File: config.mk
export PLATFORM = sky130hd
export DESIGN_NAME = md5_hash_top
export DESIGN_NICKNAME = d
export VERILOG_FILES = /design/src/hdl/md5_pkg.sv /design/src/hdl/md5_seq.sv /design/src/hdl/md5_dp.sv /design/src/hdl/md5_hash_top.sv
export SDC_FILE = /design/constraint.sdc
export NUM_CORES = 2
export LEC_CHECK = 0
export BUFFER_PORTS_ARGS = -buffer_cell sky130_fd_sc_hd__buf_2
export CORE_MARGIN = 3
export CORE_UTILIZATION = 40
export DETAILED_ROUTE_END_ITERATION = 8
export MAX_ROUTING_LAYER = met4
export PLACE_DENSITY_LB_ADDON = 0.15
export RECOVER_POWER = 100
export SETUP_SLACK_MARGIN = 0.2
export SLEW_MARGIN = 20
export SYNTH_ARGS = -nofsm -noshare
export SYNTH_HDL_FRONTEND = slang
export SYNTH_SLANG_ARGS = --single-unit
File: constraint.sdc
create_clock -name clk -period 10.8 [get_ports clk]
set_clock_uncertainty 0.2 [all_clocks]
set_input_delay 3.24 -clock clk [delete_from_list [all_inputs] [get_ports clk]]
set_output_delay 3.24 -clock clk [all_outputs]
set_load 0.005 [all_outputs]
File: src/hdl/md5_pkg.sv
package md5_pkg;

  localparam int PcW = 4;
  typedef logic [PcW-1:0] upc_t;

  localparam logic [31:0] InitA   = 32'h6745_2301;
  localparam logic [31:0] InitB   = 32'hEFCD_AB89;
  localparam logic [31:0] InitC   = 32'h98BA_DCFE;
  localparam logic [31:0] InitD   = 32'h1032_5476;
  localparam logic [31:0] PadByte = 32'h0000_0080;
  localparam logic [1:0]  WordD   = 2'd3;

  // Datapath operations selected by the control word.
  typedef enum logic [3:0] {
    OP_NOP,
    OP_TAKE,
    OP_STORE,
    OP_MARK,
    OP_ZERO,
    OP_LENLO,
    OP_LENHI,
    OP_INIT,
    OP_ROUND,
    OP_ADD,
    OP_EMIT,
    OP_RESTART
  } dp_op_t;

  // Branch conditions of the sequencer.
  typedef enum logic [3:0] {
    C_NONE,
    C_ALWAYS,
    C_NO_INPUT,
    C_WRAP,
    C_NOT_LAST,
    C_SHORT,
    C_POS14,
    C_ROUND_MORE,
    C_OUT_BUSY,
    C_EMIT_MORE,
    C_RET
  } cond_t;

  typedef struct packed {
    dp_op_t op;
    cond_t  cond;
    logic   call;
    upc_t   target;
  } ucode_t;

  typedef struct packed {
    logic in_fire;
    logic wrap;
    logic last;
    logic short_word;
    logic pos14;
    logic round_more;
    logic out_busy;
    logic emit_more;
  } md5_status_t;

  function automatic logic [31:0] sine_k(input logic [5:0] idx);
    logic [31:0] k;
    unique case (idx)
      6'd0:  k = 32'hd76aa478;  6'd1:  k = 32'he8c7b756;
      6'd2:  k = 32'h242070db;  6'd3:  k = 32'hc1bdceee;
      6'd4:  k = 32'hf57c0faf;  6'd5:  k = 32'h4787c62a;
      6'd6:  k = 32'ha8304613;  6'd7:  k = 32'hfd469501;
      6'd8:  k = 32'h698098d8;  6'd9:  k = 32'h8b44f7af;
      6'd10: k = 32'hffff5bb1;  6'd11: k = 32'h895cd7be;
      6'd12: k = 32'h6b901122;  6'd13: k = 32'hfd987193;
      6'd14: k = 32'ha679438e;  6'd15: k = 32'h49b40821;
      6'd16: k = 32'hf61e2562;  6'd17: k = 32'hc040b340;
      6'd18: k = 32'h265e5a51;  6'd19: k = 32'he9b6c7aa;
      6'd20: k = 32'hd62f105d;  6'd21: k = 32'h02441453;
      6'd22: k = 32'hd8a1e681;  6'd23: k = 32'he7d3fbc8;
      6'd24: k = 32'h21e1cde6;  6'd25: k = 32'hc33707d6;
      6'd26: k = 32'hf4d50d87;  6'd27: k = 32'h455a14ed;
      6'd28: k = 32'ha9e3e905;  6'd29: k = 32'hfcefa3f8;
      6'd30: k = 32'h676f02d9;  6'd31: k = 32'h8d2a4c8a;
      6'd32: k = 32'hfffa3942;  6'd33: k = 32'h8771f681;
      6'd34: k = 32'h6d9d6122;  6'd35: k = 32'hfde5380c;
      6'd36: k = 32'ha4beea44;  6'd37: k = 32'h4bdecfa9;
      6'd38: k = 32'hf6bb4b60;  6'd39: k = 32'hbebfbc70;
      6'd40: k = 32'h289b7ec6;  6'd41: k = 32'heaa127fa;
      6'd42: k = 32'hd4ef3085;  6'd43: k = 32'h04881d05;
      6'd44: k = 32'hd9d4d039;  6'd45: k = 32'he6db99e5;
      6'd46: k = 32'h1fa27cf8;  6'd47: k = 32'hc4ac5665;
      6'd48: k = 32'hf4292244;  6'd49: k = 32'h432aff97;
      6'd50: k = 32'hab9423a7;  6'd51: k = 32'hfc93a039;
      6'd52: k = 32'h655b59c3;  6'd53: k = 32'h8f0ccc92;
      6'd54: k = 32'hffeff47d;  6'd55: k = 32'h85845dd1;
      6'd56: k = 32'h6fa87e4f;  6'd57: k = 32'hfe2ce6e0;
      6'd58: k = 32'ha3014314;  6'd59: k = 32'h4e0811a1;
      6'd60: k = 32'hf7537e82;  6'd61: k = 32'hbd3af235;
      6'd62: k = 32'h2ad7d2bb;  6'd63: k = 32'heb86d391;
    endcase
    return k;
  endfunction

  function automatic logic [4:0] shift_amt(input logic [5:0] idx);
    logic [4:0] s;
    unique case ({idx[5:4], idx[1:0]})
      4'd0:  s = 5'd7;   4'd1:  s = 5'd12;  4'd2:  s = 5'd17;  4'd3:  s = 5'd22;
      4'd4:  s = 5'd5;   4'd5:  s = 5'd9;   4'd6:  s = 5'd14;  4'd7:  s = 5'd20;
      4'd8:  s = 5'd4;   4'd9:  s = 5'd11;  4'd10: s = 5'd16;  4'd11: s = 5'd23;
      4'd12: s = 5'd6;   4'd13: s = 5'd10;  4'd14: s = 5'd15;  4'd15: s = 5'd21;
    endcase
    return s;
  endfunction

  // Message word used by a round; the arithmetic wraps modulo 16.
  function automatic logic [3:0] msg_index(input logic [5:0] idx);
    logic [3:0] r;
    logic [3:0] m;
    r = idx[3:0];
    unique case (idx[5:4])
      2'd0: m = r;
      2'd1: m = r * 4'd5 + 4'd1;
      2'd2: m = r * 4'd3 + 4'd5;
      2'd3: m = r * 4'd7;
    endcase
    return m;
  endfunction

endpackage

File: src/hdl/md5_seq.sv
module md5_seq import md5_pkg::*; (
  input  logic        clk,
  input  logic        rst,
  input  md5_status_t status,
  output dp_op_t      op
);

  localparam upc_t PcFetch = upc_t'(0);
  localparam upc_t PcPad   = upc_t'(5);
  localparam upc_t PcLen   = upc_t'(8);
  localparam upc_t PcEmit  = upc_t'(10);
  localparam upc_t PcComp  = upc_t'(13);
  localparam upc_t PcRound = upc_t'(14);

  function automatic ucode_t ucode_rom(input upc_t addr);
    ucode_t w;
    unique case (addr)
      4'd0:  w = '{OP_TAKE,    C_NO_INPUT,   1'b0, PcFetch};
      4'd1:  w = '{OP_STORE,   C_WRAP,       1'b1, PcComp};
      4'd2:  w = '{OP_NOP,     C_NOT_LAST,   1'b0, PcFetch};
      4'd3:  w = '{OP_NOP,     C_SHORT,      1'b0, PcPad};
      4'd4:  w = '{OP_MARK,    C_WRAP,       1'b1, PcComp};
      4'd5:  w = '{OP_NOP,     C_POS14,      1'b0, PcLen};
      4'd6:  w = '{OP_ZERO,    C_WRAP,       1'b1, PcComp};
      4'd7:  w = '{OP_NOP,     C_ALWAYS,     1'b0, PcPad};
      4'd8:  w = '{OP_LENLO,   C_NONE,       1'b0, PcFetch};
      4'd9:  w = '{OP_LENHI,   C_WRAP,       1'b1, PcComp};
      4'd10: w = '{OP_EMIT,    C_OUT_BUSY,   1'b0, PcEmit};
      4'd11: w = '{OP_NOP,     C_EMIT_MORE,  1'b0, PcEmit};
      4'd12: w = '{OP_RESTART, C_ALWAYS,     1'b0, PcFetch};
      4'd13: w = '{OP_INIT,    C_NONE,       1'b0, PcFetch};
      4'd14: w = '{OP_ROUND,   C_ROUND_MORE, 1'b0, PcRound};
      4'd15: w = '{OP_ADD,     C_RET,        1'b0, PcFetch};
    endcase
    return w;
  endfunction

  upc_t   pc;
  upc_t   pc_next;
  upc_t   pc_inc;
  upc_t   ret;
  upc_t   ret_next;
  ucode_t uw;
  logic   taken;

  always_comb begin
    uw     = ucode_rom(pc);
    pc_inc = pc + upc_t'(1);
    unique case (uw.cond)
      C_NONE:       taken = 1'b0;
      C_ALWAYS:     taken = 1'b1;
      C_NO_INPUT:   taken = !status.in_fire;
      C_WRAP:       taken = status.wrap;
      C_NOT_LAST:   taken = !status.last;
      C_SHORT:      taken = status.short_word;
      C_POS14:      taken = status.pos14;
      C_ROUND_MORE: taken = status.round_more;
      C_OUT_BUSY:   taken = status.out_busy;
      C_EMIT_MORE:  taken = status.emit_more;
      C_RET:        taken = 1'b1;
      default:      taken = 1'b0;
    endcase
    ret_next = ret;
    if (uw.cond == C_RET) begin
      pc_next = ret;
    end else if (taken) begin
      pc_next = uw.target;
      // A call saves the step after it; compression returns there.
      if (uw.call) begin
        ret_next = pc_inc;
      end
    end else begin
      pc_next = pc_inc;
    end
  end

  always_ff @(posedge clk) begin
    if (rst) begin
      pc  <= PcFetch;
      ret <= PcFetch;
    end else begin
      pc  <= pc_next;
      ret <= ret_next;
    end
  end

  assign op = uw.op;

endmodule

File: src/hdl/md5_dp.sv
module md5_dp import md5_pkg::*; (
  input  logic        clk,
  input  logic        rst,
  input  dp_op_t      op,
  input  logic        s_axis_tvalid,
  output logic        s_axis_tready,
  input  logic [31:0] s_axis_tdata,
  input  logic [2:0]  s_axis_tuser,
  input  logic        s_axis_tlast,
  output logic        m_axis_tvalid,
  input  logic        m_axis_tready,
  output logic [31:0] m_axis_tdata,
  output logic [1:0]  m_axis_tuser,
  output logic        m_axis_tlast,
  output md5_status_t status
);

  logic [31:0] chain [4];
  logic [31:0] work [4];
  logic [31:0] buffer [16];
  logic [3:0]  pos;
  logic [63:0] bit_length;
  logic [5:0]  round;
  logic [31:0] word_q;
  logic [2:0]  nb_q;
  logic        last_q;
  logic [1:0]  emit_idx;
  logic        out_valid;
  logic [31:0] out_data;
  logic [1:0]  out_idx;

  logic        fire;
  logic [2:0]  nb_eff;
  logic        full_word;
  logic [31:0] keep;
  logic [31:0] store_word;
  logic [5:0]  len_inc;
  logic        wr_en;
  logic [31:0] wr_data;
  logic [31:0] f_val;
  logic [31:0] sum;
  logic [63:0] rot_dbl;
  logic [31:0] new_b;
  logic        load_out;

  assign s_axis_tready = (op == OP_TAKE);
  assign fire          = s_axis_tvalid && s_axis_tready;

  // Shape the captured word: on a short last word keep the used bytes and
  // place the 0x80 marker right after them.
  always_comb begin
    nb_eff     = (nb_q > 3'd4) ? 3'd4 : nb_q;
    full_word  = !last_q || (nb_eff == 3'd4);
    keep       = ~(32'hFFFF_FFFF << {nb_eff[1:0], 3'b000});
    store_word = full_word ? word_q
                           : ((word_q & keep) | (PadByte << {nb_eff[1:0], 3'b000}));
    len_inc    = last_q ? {nb_eff, 3'b000} : 6'd32;
  end

  always_comb begin
    unique case (op)
      OP_STORE: begin wr_en = 1'b1; wr_data = store_word;         end
      OP_MARK:  begin wr_en = 1'b1; wr_data = PadByte;            end
      OP_ZERO:  begin wr_en = 1'b1; wr_data = '0;                 end
      OP_LENLO: begin wr_en = 1'b1; wr_data = bit_length[31:0];   end
      OP_LENHI: begin wr_en = 1'b1; wr_data = bit_length[63:32];  end
      default:  begin wr_en = 1'b0; wr_data = '0;                 end
    endcase
  end

  always_comb begin
    unique case (round[5:4])
      2'd0: f_val = (work[1] & work[2]) | (~work[1] & work[3]);
      2'd1: f_val = (work[3] & work[1]) | (~work[3] & work[2]);
      2'd2: f_val = work[1] ^ work[2] ^ work[3];
      2'd3: f_val = work[2] ^ (work[1] | ~work[3]);
    endcase
    sum     = work[0] + f_val + sine_k(round) + buffer[msg_index(round)];
    rot_dbl = {sum, sum} << shift_amt(round);
    new_b   = work[1] + rot_dbl[63:32];
  end

  assign load_out = (op == OP_EMIT) && (!out_valid || m_axis_tready);

  always_ff @(posedge clk) begin
    if (rst) begin
      chain[0]   <= InitA;
      chain[1]   <= InitB;
      chain[2]   <= InitC;
      chain[3]   <= InitD;
      pos        <= '0;
      bit_length <= '0;
      round      <= '0;
      emit_idx   <= '0;
      out_valid  <= 1'b0;
    end else begin
      if (wr_en) begin
        pos <= pos + 4'd1;
      end
      unique case (op)
        OP_STORE: bit_length <= bit_length + 64'(len_inc);
        OP_INIT:  round <= '0;
        OP_ROUND: round <= round + 6'd1;
        OP_ADD: begin
          for (int i = 0; i < 4; i++) begin
            chain[i] <= chain[i] + work[i];
          end
        end
        OP_RESTART: begin
          chain[0]   <= InitA;
          chain[1]   <= InitB;
          chain[2]   <= InitC;
          chain[3]   <= InitD;
          pos        <= '0;
          bit_length <= '0;
        end
        default: ;
      endcase
      if (load_out) begin
        out_valid <= 1'b1;
        emit_idx  <= emit_idx + 2'd1;
      end else if (m_axis_tready) begin
        out_valid <= 1'b0;
      end
    end
  end

  always_ff @(posedge clk) begin
    if (fire) begin
      word_q <= s_axis_tdata;
      nb_q   <= s_axis_tuser;
      last_q <= s_axis_tlast;
    end
    if (wr_en) begin
      buffer[pos] <= wr_data;
    end
    if (op == OP_INIT) begin
      for (int i = 0; i < 4; i++) begin
        work[i] <= chain[i];
      end
    end else if (op == OP_ROUND) begin
      work[0] <= work[3];
      work[1] <= new_b;
      work[2] <= work[1];
      work[3] <= work[2];
    end
    if (load_out) begin
      out_data <= chain[emit_idx];
      out_idx  <= emit_idx;
    end
  end

  assign m_axis_tvalid = out_valid;
  assign m_axis_tdata  = out_data;
  assign m_axis_tuser  = out_idx;
  assign m_axis_tlast  = (out_idx == WordD);

  assign status.in_fire    = fire;
  assign status.wrap       = (pos == 4'd15);
  assign status.last       = last_q;
  assign status.short_word = !full_word;
  assign status.pos14      = (pos == 4'd14);
  assign status.round_more = (round != 6'd63);
  assign status.out_busy   = out_valid && !m_axis_tready;
  assign status.emit_more  = (emit_idx != 2'd0);

endmodule

File: src/hdl/md5_hash_top.sv
// Channel   Dir  tdata                     tuser                  tlast
// s_axis    in   [31:0] message_word       [2:0] valid_bytes      last
// m_axis    out  [31:0] digest_word        [1:0] word_index       digest_done
//
// A word that does not complete a block runs fetch, store and branch.
// A word that fills a 16-word block also runs compression: load, the 64
// rounds one after another through the single round unit, and the add.
// The last word runs the padding steps, one or two compressions, then four
// digest transfers, each an emit step followed by a loop-back step.
// Synchronous rst returns the sequencer to its fetch step and the chaining
// words to their initial values; a stalled output holds the sequencer.
module md5_hash_top import md5_pkg::*; (
  input  logic        clk,
  input  logic        rst,
  input  logic        s_axis_tvalid,
  output logic        s_axis_tready,
  input  logic [31:0] s_axis_tdata,   // [31:0] message_word
  input  logic [2:0]  s_axis_tuser,   // [2:0] valid_bytes
  input  logic        s_axis_tlast,
  output logic        m_axis_tvalid,
  input  logic        m_axis_tready,
  output logic [31:0] m_axis_tdata,   // [31:0] digest_word
  output logic [1:0]  m_axis_tuser,   // [1:0] word_index
  output logic        m_axis_tlast
);

  dp_op_t      op;
  md5_status_t status;

  md5_seq u_seq (
    .clk    (clk),
    .rst    (rst),
    .status (status),
    .op     (op)
  );

  md5_dp u_dp (
    .clk           (clk),
    .rst           (rst),
    .op            (op),
    .s_axis_tvalid (s_axis_tvalid),
    .s_axis_tready (s_axis_tready),
    .s_axis_tdata  (s_axis_tdata),
    .s_axis_tuser  (s_axis_tuser),
    .s_axis_tlast  (s_axis_tlast),
    .m_axis_tvalid (m_axis_tvalid),
    .m_axis_tready (m_axis_tready),
    .m_axis_tdata  (m_axis_tdata),
    .m_axis_tuser  (m_axis_tuser),
    .m_axis_tlast  (m_axis_tlast),
    .status        (status)
  );

`ifndef SYNTHESIS
  a_last_is_word_d: assert property (@(posedge clk) disable iff (rst)
    m_axis_tvalid && m_axis_tlast |-> m_axis_tuser == WordD)
    else $error("digest_done on a word other than D");

  a_full_block_compresses: assert property (@(posedge clk) disable iff (rst)
    status.wrap && (op == OP_STORE || op == OP_MARK || op == OP_ZERO ||
                    op == OP_LENLO || op == OP_LENHI) |=> op == OP_INIT)
    else $error("filled block not followed by compression");

  a_add_after_64_rounds: assert property (@(posedge clk) disable iff (rst)
    op == OP_ADD |-> $past(op) == OP_ROUND && !$past(status.round_more))
    else $error("chaining add before the last round");
`endif

endmodule
# After elaboration in Yosys (flattened, before gate mapping)
# Memories as Yosys holds them, arrays and structs flattened. A register that Yosys moved wholly into a read port is not among the register bits.
# Cells that the tools add are included.
# W data, S select, Z words.
[totals] register_bits=123 latchBits=0 mem_bits_rw=768 romBits=2336 in_bits=40 out_inout_bits=37 memories=6
[op_classes] add_sub_neg=15 multipliers=3 div=0 n_lt_le_gt_ge=1 n_eq_ne=29 shift=3 n_mux=46 n_bitwise=28 reduce_logical=19
[memory_table] memory="(name not given)" words=64 word_bits=32 read_ports=1 rd_ports_with_merged_regs=1 wr=0 line="md5_pkg.sv:64" source="unique case (idx)"
[memory_table] memory="u_dp.buffer" words=16 word_bits=32 read_ports=1 rd_ports_with_merged_regs=0 wr=1 line="md5_dp.sv:20" source="logic [31:0] buffer [16];"
[memory_table] memory="(name not given)" words=16 word_bits=13 read_ports=1 rd_ports_with_merged_regs=1 wr=0 line="md5_seq.sv:17" source="unique case (addr)"
[memory_table] memory="u_dp.chain" words=4 word_bits=32 read_ports=5 rd_ports_with_merged_regs=1 wr=4 line="md5_dp.sv:18" source="logic [31:0] chain [4];"
[memory_table] memory="u_dp.work" words=4 word_bits=32 read_ports=4 rd_ports_with_merged_regs=0 wr=4 line="md5_dp.sv:19" source="logic [31:0] work [4];"
[memory_table] memory="(name not given)" words=16 word_bits=5 read_ports=1 rd_ports_with_merged_regs=1 wr=0 line="md5_pkg.sv:103" source="unique case ({idx[5:4], idx[1:0]})"
[ops] cell="$mux W32" count=13
[ops] cell="$add A32 B32 Y32" count=8
[ops] cell="$pmux W32 S4" count=2
[ops] cell="$and A32 B32 Y32" count=5
[ops] cell="$or A32 B32 Y32" count=4
[ops] cell="$pmux W64 S2" count=1
[ops] cell="$not A32 Y32" count=3
[ops] cell="$xor A32 B32 Y32" count=3
[ops] cell="$add A64 B6 Y64" count=1
[ops] cell="$shl A64 B5 Y64" count=1
[ops] cell="$eq A4 B4 Y1 const B" count=9
[ops] cell="$eq A4 B3 Y1 const B" count=8
[ops] cell="$shl A32 B5 Y32 const A" count=1
[ops] cell="$shl A8 B5 Y32 const A" count=1
[ops] cell="$mux W4" count=5
[ops] cell="$mux W1" count=18
[ops] cell="$mux W6" count=3
[ops] cell="$eq A4 B2 Y1 const B" count=4
[ops] cell="$pmux W4 S4" count=1
[ops] cell="$add A4 B1 Y4 const B" count=3
[ops] cell="$or A1 B1 Y1" count=12
[ops] cell="$pmux W6 S2" count=1
[ops] cell="$pmux W1 S9" count=1
[ops] cell="$eq A4 B1 Y1 const B" count=2
[ops] cell="20 further kinds" count=34

# Longest topological paths before layout
[logic_depth] word_depth=10 mapped_depth=43 ltp_nobuf=41

# Hierarchy
# A second synthesis with hierarchy kept.
[hier_totals] cells_unflattened=5186 hier_area_um2=56450.4
[by_module_without_submodules] module="md5_dp" n_inst=1 cells_per_inst=5056 area_per_inst_um2=55274.3 seq_area_each_um2=26745.7
[by_module_without_submodules] module="md5_seq" n_inst=1 cells_per_inst=130 area_per_inst_um2=1176.1 seq_area_each_um2=420.4

# Worst setup path before layout
# Ideal clock, no wire load.
[synth_path] path_type="register to register" start="register u_dp.round[0]" end="memory u_dp.work[1][28] (data pin)" setup_ns=0.269 arrival_time_ns=10.405 t_required_ns=10.331 path_slack_ns=-0.074 stages_incl_launch_ff=42 n_path_buf=4 cell_sequence="dfxtp_1 -> inv_1 -> fa_1 -> inv_1 -> ha_1 -> mux4_2 -> buf_2 -> clkbuf_1 -> clkbuf_1 -> buf_1 -> mux2i_1 -> a21oi_1 -> fa_1 -> inv_1 -> fa_1 -> inv_1 -> ha_1 -> inv_1 -> [6 not listed] -> a21oi_1 -> xnor2_1 -> mux2i_1 -> mux4_2 -> mux4_2 -> ha_1 -> fa_1 -> a21o_1 -> a21oi_1 -> o21ai_0 -> a41o_1 -> a2111oi_0 -> a211oi_1 -> o221ai_1 -> o21bai_1 -> a21oi_1 -> xor2_1 -> o21ai_0"
[synth_lines] element="start, declared" line="md5_dp.sv:23" source="logic [5:0] round;"
[synth_lines] element="start signal, assigned" line="md5_dp.sv:103" source="OP_ROUND: round <= round + 6'd1;"
[synth_lines] element="end, declared" line="md5_dp.sv:19"

==> metrics list <==
- Clock tree synthesis inserted a total of 110 buffers.
- For the pin with the worst max-slew slack, the measured transition is 4.00 ns.
* Share of synthesized flip-flops with an asynchronous set or reset: 0
- Critical path arrival: 10.53 ns
* Post-DP HPWL: 124000 um
* Summed negative setup slack over all endpoints: 0 ns
- Area leader, netlist: edfxtp_1
- The floorplan step set the die height to 382 um.
* Number of max-slew violations in the final report: 1474
- During synthesis, Yosys emitted a total of 0 warnings.
- In the post-synthesis netlist, the cell with the most instances is edfxtp_1.
- The via count of the first global-routing pass came to 41200.
* Number of antenna violations at the first check in global routing: 1
- The path class of the tightest hold or removal check is flip-flop to flip-flop.
- # nets final: 5684
- Synthesis-to-layout area growth: 12.7%
- For the worst setup path, the data required time is 11.06 ns.
- The share of the Yosys chip area taken by registers is 0.481.
- In the final layout, the multi-input gates occupy 27600 um^2.
- In this run the clock root is driven by a clkbuf_16.
- Status: finished with violations
- The congestion estimate from routability-driven global placement came to 0.931.
- Measured along the x axis, the die boundary spans 382 um.
* Main area contributors after synthesis: edfxtp_1 (41%), mux4_2 (7.3%), dfxtp_1 (6.9%)
* Initial standard-cell utilization of the core: 0.404
- Post-DRT Antenna Nets: 0
* Areal power density over the cells: 277 nW/um^2
* Final worst-path setup slack: 0.524 ns
- Final core area utilization: 0.456
- The tree built by TritonCTS fans out to 970 sinks.
- Crit Path Category: flip-flop to flip-flop
* Main synth FF type: edfxtp_1
- Of the post-synthesis cell area, the dominant cell type holds 0.411.
* Static Leakage: 0.0230 uW
* Core area: 140000 um^2
- Post-route minimum period: 10.28 ns
* Max FO, Critical Path: 18
- Cell type of the slowest stage on the worst timing path: mux4_1
- Entering global routing, the biggest net connects 130 pins.
- Failing checks: capacitance limit, slew limit
- Yosys mapped the design onto 85 distinct sky130hd cell types.
- Die area: 146000 um^2
- TritonCTS built the clock tree.
- Final worst-path cycle share: 0.951
- The worst setup path is launched from a flip-flop.
- For this block, the initial DRC count from the detailed router was 4061.
* Vias after detailed routing: 42600
* Number of detailed-routing iterations run before antenna repair: 8
- Total instance count after detailed placement: 7086
* CP Capture Type: flip-flop
* Max Clock Freq: 97.3 MHz
- After global routing the overflow that remains totals 0.
- For this run, the total global-route usage over all layers was measured as 0.253.
- Synthesis produced a netlist whose cell count is 5279.
- Summing all flip-flop and latch instances after layout gives 27200 um^2.
- Critical Path Most Common Cell: o31a_1
- Detailed-route wire length per cell: 24.9 um
- Maximum resistive drop on vdd: 0.225 mV
* Ratio of cells with drive above 1 in the final layout: 0.121
* Std cell rows: 137
* Area of the mapped netlist: 56500 um^2
- Counting the fill cells in the layout gives 13100.
- Routed wire length: 183000 um
- In this run the tool buffered the top-level ports with 76 buffer cells.
- The number of nets handed over by synthesis was 5615.
- In this run the deepest clock path goes through 3 buffers.
- Post-CTS clock slew at the launch and capture registers of the worst setup and hold paths: 0.06 ns
- Critical Path Max Stage Delay: 0.53 ns
- Final cell count without fillers: 7320
* First-pass GRT wire length: 271000 um
- Count of endpoints failing hold in the final timing report: 0
* Top cells by count, synth: edfxtp_1 (774), nand2_1 (682), a21oi_1 (411)
- Clock latency on the worst-skew pair: 0.78 ns
- Prior to clock tree synthesis, the placed netlist has a worst setup slack of -0.288 ns.
* Number of remaining DRC errors: 0
* Final-report setup violation count: 0
* Boundary pin count: 77
- Per-instance average area after synthesis: 10.7 um^2
* Register bit count reported by yosys: 970
- 0 antenna diodes ended up in the layout.
- Count of flip-flops with a built-in enable after synthesis: 774
- Max-capacitance violation count: 37
* Slew margin rel.: -1.68
- Using the TritonRoute via totals, the vias-per-cell ratio works out to 5.82.
- Setup repair after global routing could not meet its margin everywhere.
- The clock tree synthesis step divided the H-tree into 3 levels.
## flip-flops by register name, summed over array words and instances (netlist names), 6 cells and up, named ones only
register,cells
u_dp.bit_length,61
u_dp.buffer,512
u_dp.chain,128
u_dp.m_axis_tdata,32
u_dp.round,6
u_dp.word_q,32
u_dp.work,128
u_seq.uw,13
## final timing paths
check / slack [ns] / end / startpoint / cells after the start
max reg2reg: 0.52 / u_dp.work[1][31] / u_dp.round[0] / 38
min: 0.30 / u_seq.ret[2] / u_seq.ret[2] / 2
max: 0.52 / u_dp.work[1][31] / u_dp.round[0] / 38
min reg2reg: 0.30 / u_seq.ret[2] / u_seq.ret[2] / 2
## cells by family after synthesis
family	synth area share
multiplexers	0.0978
buffers and inverters	0.0392
AND/OR/NAND/NOR	0.125
XOR/XNOR	0.0397
adder cells (fa/ha/maj)	0.0750
AO/OA/AOI/OAI	0.142
flip-flops	0.481
## worst max-delay path: cells and delay by family, from the launching register on
family | cells | cell delay [ns]
AO/OA/AOI/OAI | 18 | 4.31
XOR/XNOR | 1 | 0.21
adder cells (fa/ha/maj) | 5 | 1.88
buffers and inverters | 6 | 0.91
flip-flops | 1 | 0.31
multiplexers | 5 | 1.90
AND/OR/NAND/NOR | 3 | 0.21
## power by group
group | internal, uW | switching [uW]
Clock | 2210 | 1620
Combinational | 3810 | 5410
Sequential | 4410 | 200
Total | 10400 | 7230
## through the flow
| stage | area [um^2] | hold slack [ns] | power [uW] |
|---|---|---|---|
| 6_report | 63700 | 0.298 | 17700 |
| 5_1_grt | 63700 | 0.313 | 18800 |
| 4_1_cts | 63500 | 0.301 | 17400 |
| 3_5_place_dp | 59600 | 0.289 | 13500 |
| 3_3_place_gp | 59600 | 0.279 | 13400 |
| 2_1_floorplan | 56500 | 0.206 | 10800 |
## cell usage in the layout, fill, tap and decap left out, types with 40 or more instances in the layout
master and instances:
a31oi_1 44, buf_2 48, buf_4 108, o21ai_0 266, nand2_1 682, ha_1 221
fa_1 70, mux4_2 183, nor2b_1 50, a21oi_1 388, xnor2_1 139, clkbuf_16 114
a211oi_1 70, xor2_1 107, a21o_1 74, mux2i_1 97, inv_1 285, dfxtp_1 193
clkbuf_1 91, o22ai_1 51, nor2_1 354, nor3_1 171, edfxtp_1 774, nand3_1 92
nand2b_1 40
## area by class of cell
cell class | count | area share
Clock inverter | 71 | 0.0124
Timing Repair Buffer | 250 | 0.0279
Multi-Input combinational cell | 3723 | 0.433
Clock buffer | 137 | 0.0461
Sequential cell | 970 | 0.427
Tap cell | 1876 | 0.0368
Inverter | 293 | 0.0173
## per-layer routing
layer | vias up | wire length (um) | GRT usage
li1 | 19800 | - | -
met1 | 21100 | 79100 | 0.338
met2 | 1445 | 87600 | 0.405
met3 | 272 | 10200 | 0.0299
met4 | 0 | 5780 | 0.0764
met5 | - | 0 | -
## timing repair
action | 4_1_cts | 5_1_grt
gates cloned | 1 | 3
hold buffers | 0 | 0
gates resized for setup | 11 | 67
pin swaps | 2 | 7
setup buffers | 8 | 14
endpoints found under the setup margin | 7 | 18
Power figures use the tool's default switching activity.
